[config.mk]
export PLATFORM = sky130hd
export DESIGN_NAME = nttu_ctrl
export DESIGN_NICKNAME = d
export VERILOG_FILES = /design/src/sv/nttu_pkg.sv /design/src/sv/nttu_ctrl.sv
export SDC_FILE = /design/constraint.sdc
export NUM_CORES = 1
export LEC_CHECK = 0
export BUFFER_PORTS_ARGS = -buffer_cell sky130_fd_sc_hd__buf_2
export CAP_MARGIN = 20
export CORE_MARGIN = 4
export CORE_UTILIZATION = 25
export DETAILED_ROUTE_END_ITERATION = 8
export GPL_ROUTABILITY_DRIVEN = 0
export PLACE_DENSITY = 0.43
export SKIP_CTS_REPAIR_TIMING = 1
export SYNTH_ARGS = -nofsm -noshare
export SYNTH_HDL_FRONTEND = slang
export SYNTH_SLANG_ARGS = --single-unit
[constraint.sdc]
create_clock -name clk -period 4.82 [get_ports clk]
set_clock_uncertainty 0.2 [all_clocks]
set_input_delay 0.482 -clock clk [delete_from_list [all_inputs] [get_ports clk]]
set_output_delay 0.482 -clock clk [all_outputs]
set_load 0.02 [all_outputs]
[src/sv/nttu_pkg.sv]
`timescale 1ns / 1ps

package nttu_pkg;

    // Prime field: 1005 * 2^20 + 1, primitive root 7
    localparam logic [63:0] MODULUS    = 64'd1053818881;
    localparam logic [63:0] PHI        = 64'd1053818880;
    localparam logic [63:0] PROOT      = 64'd7;
    localparam logic [29:0] P30        = 30'd1053818881;
    localparam logic [30:0] P31        = 31'd1053818881;
    localparam logic [31:0] P32        = 32'd1053818881;
    // Barrett constant floor(2^60 / p)
    localparam logic [30:0] MU         = 31'((64'd1 << 60) / MODULUS);
    localparam int          MAX_STAGES = 20;

    localparam logic FUNC_LOAD = 1'b0;
    localparam logic FUNC_READ = 1'b1;

    localparam logic REG_LOG_SIZE     = 1'b0;
    localparam logic REG_INVERSE_MODE = 1'b1;

    typedef enum logic [3:0] {
        ST_IDLE,
        ST_READ,
        ST_PERM,
        ST_PERM_DRAIN,
        ST_BF_RD,
        ST_BF_MUL,
        ST_BF_WAIT,
        ST_BF_WR0,
        ST_BF_WR1,
        ST_TW_WAIT
    } state_t;

    typedef enum logic [1:0] {
        WR_LOAD,
        WR_SUM,
        WR_DIFF
    } wr_sel_t;

    typedef enum logic {
        MUL_BFLY,
        MUL_TWID
    } mul_sel_t;

    typedef struct packed {
        logic     mem_we;
        wr_sel_t  wr_sel;
        logic     perm_rd;
        logic     src_scr;
        logic     mul_start;
        mul_sel_t mul_sel;
        logic     u_cap;
        logic     tw_init;
        logic     tw_load;
        logic     out_load;
        logic     inverse;
    } cmd_t;

    typedef struct packed {
        logic mul_done;
    } status_t;

    typedef logic [MAX_STAGES:0][29:0] root_tab_t;

    function automatic logic [63:0] pow_mod(input logic [63:0] base_in,
                                            input logic [63:0] e_in);
        logic [63:0] r;
        logic [63:0] b;
        logic [63:0] e;
        begin
            r = 64'd1;
            b = base_in % MODULUS;
            e = e_in;
            for (int k = 0; k < 31; k++)
            begin
                if (e[0])
                begin
                    r = (r * b) % MODULUS;
                end
                b = (b * b) % MODULUS;
                e = e >> 1;
            end
            return r;
        end
    endfunction

    // Entry s holds the root of order 2^s (or its inverse)
    function automatic root_tab_t root_table(input logic inv);
        root_tab_t   t;
        logic [63:0] w;
        begin
            for (int s = 0; s <= MAX_STAGES; s++)
            begin
                w = pow_mod(PROOT, PHI >> s);
                if (inv)
                begin
                    w = pow_mod(w, PHI - 64'd1);
                end
                t[s] = w[29:0];
            end
            return t;
        end
    endfunction

endpackage

[src/sv/nttu_ctrl.sv]
`timescale 1ns / 1ps

module nttu_ctrl #(
    parameter int MAX_LOG = 12,
    parameter int LGW     = 4
) (
    input  logic                 clk,
    input  logic                 rst_n,
    input  logic                 in_valid,
    output logic                 in_ready,
    input  logic                 func,
    input  logic [11:0]          read_index,
    output logic                 out_valid,
    input  logic                 out_ready,
    input  logic                 cfg_wr_en,
    input  logic                 cfg_index,
    input  logic [3:0]           cfg_data,
    input  nttu_pkg::status_t    status,
    output nttu_pkg::cmd_t       cmd,
    output logic [LGW-1:0]       stage,
    output logic [MAX_LOG-1:0]   addr_a,
    output logic [MAX_LOG-1:0]   addr_b,
    output logic [MAX_LOG-1:0]   wr_addr,
    output logic [MAX_LOG-1:0]   perm_waddr
);

    localparam int CW = MAX_LOG + 1;

    nttu_pkg::state_t   state_reg, state_next;
    logic [CW-1:0]      load_count_reg, load_count_next;
    logic [CW-1:0]      base_reg, base_next;
    logic [MAX_LOG-1:0] i_reg, i_next;
    logic [LGW-1:0]     stage_reg, stage_next;
    logic               out_valid_reg, out_valid_next;
    logic [3:0]         log_size_reg;
    logic               inverse_reg;

    logic [LGW-1:0]     lg;
    logic [CW-1:0]      n;
    logic [CW-1:0]      half;
    logic [CW-1:0]      len;
    logic [CW-1:0]      addr_u_full;
    logic [CW-1:0]      addr_v_full;
    logic [MAX_LOG-1:0] rev_full;
    logic [MAX_LOG+11:0] idx_ext;
    logic               accept;

    assign lg   = (32'(log_size_reg) > MAX_LOG) ? LGW'(MAX_LOG) : LGW'(log_size_reg);
    assign n    = CW'(1) << lg;
    assign half = CW'(1) << (stage_reg - LGW'(1));
    assign len  = CW'(1) << stage_reg;
    assign addr_u_full = base_reg + {1'b0, i_reg};
    assign addr_v_full = addr_u_full + half;
    assign idx_ext     = {MAX_LOG'(0), read_index};

    always_comb
    begin
        for (int b = 0; b < MAX_LOG; b++)
        begin
            rev_full[b] = base_reg[MAX_LOG-1-b];
        end
    end

    assign perm_waddr = rev_full >> (MAX_LOG - int'(lg));

    always_ff @(posedge clk or negedge rst_n)
    begin
        if (!rst_n)
        begin
            log_size_reg <= 4'd12;
            inverse_reg  <= 1'b0;
        end
        else if (cfg_wr_en)
        begin
            case (cfg_index)
                nttu_pkg::REG_LOG_SIZE:     log_size_reg <= cfg_data;
                nttu_pkg::REG_INVERSE_MODE: inverse_reg  <= cfg_data[0];
                default:                    ;
            endcase
        end
    end

    always_ff @(posedge clk or negedge rst_n)
    begin
        if (!rst_n)
        begin
            state_reg      <= nttu_pkg::ST_IDLE;
            load_count_reg <= '0;
            base_reg       <= '0;
            i_reg          <= '0;
            stage_reg      <= '0;
            out_valid_reg  <= 1'b0;
        end
        else
        begin
            state_reg      <= state_next;
            load_count_reg <= load_count_next;
            base_reg       <= base_next;
            i_reg          <= i_next;
            stage_reg      <= stage_next;
            out_valid_reg  <= out_valid_next;
        end
    end

    always_comb
    begin
        state_next      = state_reg;
        load_count_next = load_count_reg;
        base_next       = base_reg;
        i_next          = i_reg;
        stage_next      = stage_reg;
        out_valid_next  = out_valid_reg && !out_ready;
        cmd             = '0;
        cmd.wr_sel      = nttu_pkg::WR_LOAD;
        cmd.mul_sel     = nttu_pkg::MUL_BFLY;
        cmd.inverse     = inverse_reg;
        in_ready        = 1'b0;
        accept          = 1'b0;
        addr_a          = addr_u_full[MAX_LOG-1:0];
        addr_b          = addr_v_full[MAX_LOG-1:0];
        wr_addr         = addr_u_full[MAX_LOG-1:0];

        case (state_reg)
            nttu_pkg::ST_IDLE:
            begin
                in_ready = !out_valid_reg || out_ready;
                accept   = in_valid && in_ready;
                addr_a   = idx_ext[MAX_LOG-1:0];
                if (accept)
                begin
                    if (func == nttu_pkg::FUNC_READ)
                    begin
                        state_next = nttu_pkg::ST_READ;
                    end
                    else
                    begin
                        cmd.mem_we = 1'b1;
                        wr_addr    = load_count_reg[MAX_LOG-1:0];
                        if (load_count_reg + CW'(1) >= n)
                        begin
                            load_count_next = '0;
                            base_next       = '0;
                            state_next      = nttu_pkg::ST_PERM;
                        end
                        else
                        begin
                            load_count_next = load_count_reg + CW'(1);
                        end
                    end
                end
            end
            nttu_pkg::ST_READ:
            begin
                cmd.out_load   = 1'b1;
                out_valid_next = 1'b1;
                state_next     = nttu_pkg::ST_IDLE;
            end
            nttu_pkg::ST_PERM:
            begin
                addr_a      = base_reg[MAX_LOG-1:0];
                cmd.perm_rd = 1'b1;
                base_next   = base_reg + CW'(1);
                if (base_reg + CW'(1) == n)
                begin
                    state_next = nttu_pkg::ST_PERM_DRAIN;
                end
            end
            nttu_pkg::ST_PERM_DRAIN:
            begin
                if (lg == '0)
                begin
                    state_next = nttu_pkg::ST_IDLE;
                end
                else
                begin
                    stage_next  = LGW'(1);
                    i_next      = '0;
                    base_next   = '0;
                    cmd.tw_init = 1'b1;
                    state_next  = nttu_pkg::ST_BF_RD;
                end
            end
            nttu_pkg::ST_BF_RD:
            begin
                state_next = nttu_pkg::ST_BF_MUL;
            end
            nttu_pkg::ST_BF_MUL:
            begin
                cmd.src_scr   = (stage_reg == LGW'(1));
                cmd.u_cap     = 1'b1;
                cmd.mul_start = 1'b1;
                state_next    = nttu_pkg::ST_BF_WAIT;
            end
            nttu_pkg::ST_BF_WAIT:
            begin
                if (status.mul_done)
                begin
                    state_next = nttu_pkg::ST_BF_WR0;
                end
            end
            nttu_pkg::ST_BF_WR0:
            begin
                cmd.mem_we = 1'b1;
                cmd.wr_sel = nttu_pkg::WR_SUM;
                state_next = nttu_pkg::ST_BF_WR1;
            end
            nttu_pkg::ST_BF_WR1:
            begin
                cmd.mem_we = 1'b1;
                cmd.wr_sel = nttu_pkg::WR_DIFF;
                wr_addr    = addr_v_full[MAX_LOG-1:0];
                if (base_reg + len < n)
                begin
                    base_next  = base_reg + len;
                    state_next = nttu_pkg::ST_BF_RD;
                end
                else if ({1'b0, i_reg} + CW'(1) < half)
                begin
                    i_next        = i_reg + MAX_LOG'(1);
                    base_next     = '0;
                    cmd.mul_start = 1'b1;
                    cmd.mul_sel   = nttu_pkg::MUL_TWID;
                    state_next    = nttu_pkg::ST_TW_WAIT;
                end
                else if (stage_reg == lg)
                begin
                    state_next = nttu_pkg::ST_IDLE;
                end
                else
                begin
                    stage_next  = stage_reg + LGW'(1);
                    i_next      = '0;
                    base_next   = '0;
                    cmd.tw_init = 1'b1;
                    state_next  = nttu_pkg::ST_BF_RD;
                end
            end
            nttu_pkg::ST_TW_WAIT:
            begin
                cmd.mul_sel = nttu_pkg::MUL_TWID;
                if (status.mul_done)
                begin
                    cmd.tw_load = 1'b1;
                    state_next  = nttu_pkg::ST_BF_RD;
                end
            end
            default:
            begin
                state_next = nttu_pkg::ST_IDLE;
            end
        endcase
    end

    assign out_valid = out_valid_reg;
    assign stage     = stage_reg;

endmodule

==> impl_metrics.csv <==
group,metric,value,unit
logic_synthesis,syn_nets,1068,
sta,grt_setup_unrepaired,"yes",
finish,multi_input_area,5850,um^2
logic_synthesis,netlist-cell-type-count,73,
critical_path,path_cells,"inv_4, ha_4, and2_4, ha_4, inv_2, fa_2, nor2b_1, o21ai_1, a21boi_1, o211ai_1, a31oi_1, xor2_1, xnor2_1, ha_2, o2111ai_4, nor3_4, a21oi_4, nor3_4, or2_4, buf_6",
logic_synthesis,synth_flop_cell,"dfrtp_1",
min_path,hold_class,"in2async",
sta,clock.fmax,0.201,GHz
finish,area_delta_synth_final,23.6,%
sta,maxSlewHeadroom,41.0,%
routing,num_vias,7554,
critical_path,crit_path_end_kind,"output port",
logic_synthesis,yosys_warnings,0,
logic_synthesis,ys_seq_area_share,17.8,%
finish,fill_cells,3131,
critical_path,path_delay_family,"simple AND/OR/NAND/NOR gates",
power_and_ir_drop,total_power,4.03,mW
finish,drive_above_1_share,24.1,%
power_and_ir_drop,switchingPower,2.13,mW
power_and_ir_drop,combPwrFrac,74.6,%
clocking,cts_htree_levels,2,
floorplan,core-area,28800,um^2
floorplan,dieArea,32100,um^2
critical_path,timing.critical_path.buf_inv,3,
run_status,violations,"hold timing, setup timing",
sta,min_period,4980,ps
floorplan,initial_core_util,25.4,%
global_route,gr-usage-all-layers,17.9,%
critical_path,slowest_delay,470,ps
global_route,grt_first_pass_wirelength,44000,um
finish,mostFrequentLayoutCells,"nand2_1, buf_2, ha_1",
critical_path,start_kind,"flip-flop",
global_route,grt_pass1_vias,7376,
sta,hold_viol_final,8,
finish,post-route-util,31.4,%
clocking,cts.sinks,52,
floorplan,die_w,179,um
clocking,cts_tree,"done",
finish,final_area,9040,um^2
placed_design,dp_hpwl,23400,um
run_status,outcome,"finished, violations left",
routing,remaining_drc_errors,0,
routing,postRouteAntennaNets,0,
finish,antenna_cells,0,
sta,layout_worst_path_cycle_share,103,%
sta,fin_ws,-160,ps
critical_path,cp.arrival,4300,ps
routing,vias_per_cell,5.17,
critical_path,cp.required,4140,ps
routing,drt-initial-drc-count,456,
logic_synthesis,synth.avg_cell_area,7.67,um^2
power_and_ir_drop,cellPowerDensity,446,nW/um^2
routing,wire_per_inst,19.8,um
critical_path,crit_path_top_delay_cell,"dfrtp_2",
logic_synthesis,async_reset_ff_share,100,%
power_and_ir_drop,seq_power_share,15.4,%
sta,tightest_slew,878,ps
logic_synthesis,synth_edf_count,0,
global_route,grt_overflow,0,
power_and_ir_drop,p_clk_share,10.0,%
placed_design,place_area,8560,um^2
clocking,clkTransAtPathRegs,90,ps
floorplan,io_pins,90,
floorplan,rows,62,
power_and_ir_drop,p_sw_share,52.7,%
finish,seq_area,1310,um^2
power_and_ir_drop,power_leakage,4.44,nW
clocking,root_buffer,"clkbuf_16",
routing,drtPass1Iterations,5,
routing,wl,28900,um
logic_synthesis,synthesis.area,7310,um^2
power_and_ir_drop,intPower,1.91,mW
clocking,cts-buffers-inserted,5,
finish,layout_commonest_cell,"nand2_1",
critical_path,worstSetupPathType,"reg2out",
floorplan,fp.dieH,179,um
critical_path,crit_fanout,6,
global_route,grt_max_degree,32,
clocking,cts_buffer_depth,2,
global_route,antenna_found_initial,0,
power_and_ir_drop,ir_drop,0.335,mV
sta,timing.final.max_slew_violations,0,
sta,whs,-7.37,ps
flow_run,drv_cap,0,
sta,finalSetupViolCount,3,
clocking,clock_latency,320,ps
placed_design,portBuffers,89,
finish,nets,1191,
logic_synthesis,yosys_register_bits,52,
logic_synthesis,synth_cells,953,
[per-layer routing]
| metal | global-route usage [%] | wire [um] | up-vias |
|---|---|---|---|
| li1 | - | - | 3715 |
| met1 | 24.8 | 13600 | 3586 |
| met2 | 28.5 | 12900 | 205 |
| met3 | 2.19 | 1250 | 48 |
| met4 | 7.07 | 1140 | 0 |
| met5 | 0 | 0 | - |
[area by class of cell]
type / instances / area share (%)
multi-input cells: 804 / 64.7
well taps: 384 / 5.31
repair buffers: 169 / 12.0
flip-flops and latches: 52 / 14.5
clock inverters: 3 / 0.304
inverters: 44 / 1.85
clock buffers: 5 / 1.38
[power groups by stage]
stage               sequential [mW]  clock [mW]  combinational, mW
finish                        0.621       0.403               3.01
CTS                           0.618       0.416               2.73
detailed placement            0.626           0               2.72
global placement              0.626           0               2.72
floorplan                     0.571           0               1.84
global route                  0.633       0.427               3.27
[cells by family (layout without fill, tap and decap cells)]
kind of cell	count (synthesis)	in the layout	synth area share [%]
buffers and inverters	97	221	5.65
and+or+nand+nor	360	360	24.2
DFF	52	52	17.8
muxes	19	19	3.63
adders and majority gates	91	91	15.9
xor gates and xnor gates	73	73	8.74
AOI/OAI and AO/OA	261	261	24.1
[synth_stat cells (4+ instances only)]
library cell,number,area share [%]
o22ai_1,5,0.43
nand3_1,47,3.2
nor2_1,74,3.8
o41ai_1,4,0.48
ha_1,88,15
mux4_2,5,1.5
dfrtp_1,50,17
a21oi_1,51,3.5
nand4_1,4,0.34
nand3b_1,5,0.51
inv_1,44,2.3
mux2_2,10,1.5
a221o_1,5,0.68
xor2_1,26,3.1
buf_2,10,0.68
or3_1,11,0.94
a31oi_1,12,1.0
o21bai_1,5,0.51
a211o_1,6,0.72
o211ai_1,9,0.92
xnor2_1,47,5.6
mux2i_1,4,0.55
buf_6,4,0.62
o21ai_0,62,4.2
nor3b_1,7,0.72
and2_1,14,1.2
nor2b_1,15,1.3
and3_1,22,1.9
nand2_1,95,4.9
a22o_1,5,0.60
nor3_1,28,1.9
nand2b_1,14,1.2
a211oi_1,11,1.1
a22oi_1,27,2.8
or2_2,10,0.86
clkbuf_1,36,1.8
nor4_1,4,0.34
o21a_1,5,0.51
a21o_1,19,2.0
a222oi_1,5,0.68
[path summary, 6_finish.rpt]
check	start	end	slack (ps)	depth (start not counted)
worst max-delay path	stage[0]	cmd[6]	-160	20
worst min-delay path	rst_n	load_count_reg[2]	-7	1
worst max register to register	stage[0]	base_reg[10]	80	23
worst min register to register	inverse_reg	inverse_reg	310	1
max in group asynchronous	rst_n	base_reg[1]	3510	2
min in group clk	cfg_data[2]	log_size_reg[2]	190	3
[worst reg2reg max path: cells and delay by family (launching register included)]
kind | cells | cell delay, ps
AOI/OAI and AO/OA | 10 | 1810
xor gates and xnor gates | 2 | 420
adders and majority gates | 4 | 920
buffers and inverters | 5 | 560
DFF | 1 | 470
and+or+nand+nor | 2 | 240
[per-stage QoR]
| step | cells | hold WS (ps) | setup TNS (ps) | setup slack [ps] |
|---|---|---|---|---|
| 5_1_grt | 1461 | 51.3 | -1360 | -338 |
| 3_5_place_dp | 1441 | 299 | 0 | 68.8 |
| 6_report | 1461 | -7.37 | -378 | -160 |
| 4_1_cts | 1449 | 22.1 | -1100 | -271 |
| 2_1_floorplan | 953 | -13.6 | 0 | 15.1 |
| 3_3_place_gp | 1441 | 292 | 0 | 124 |
Note: power is estimated with default switching activity, not from simulation.
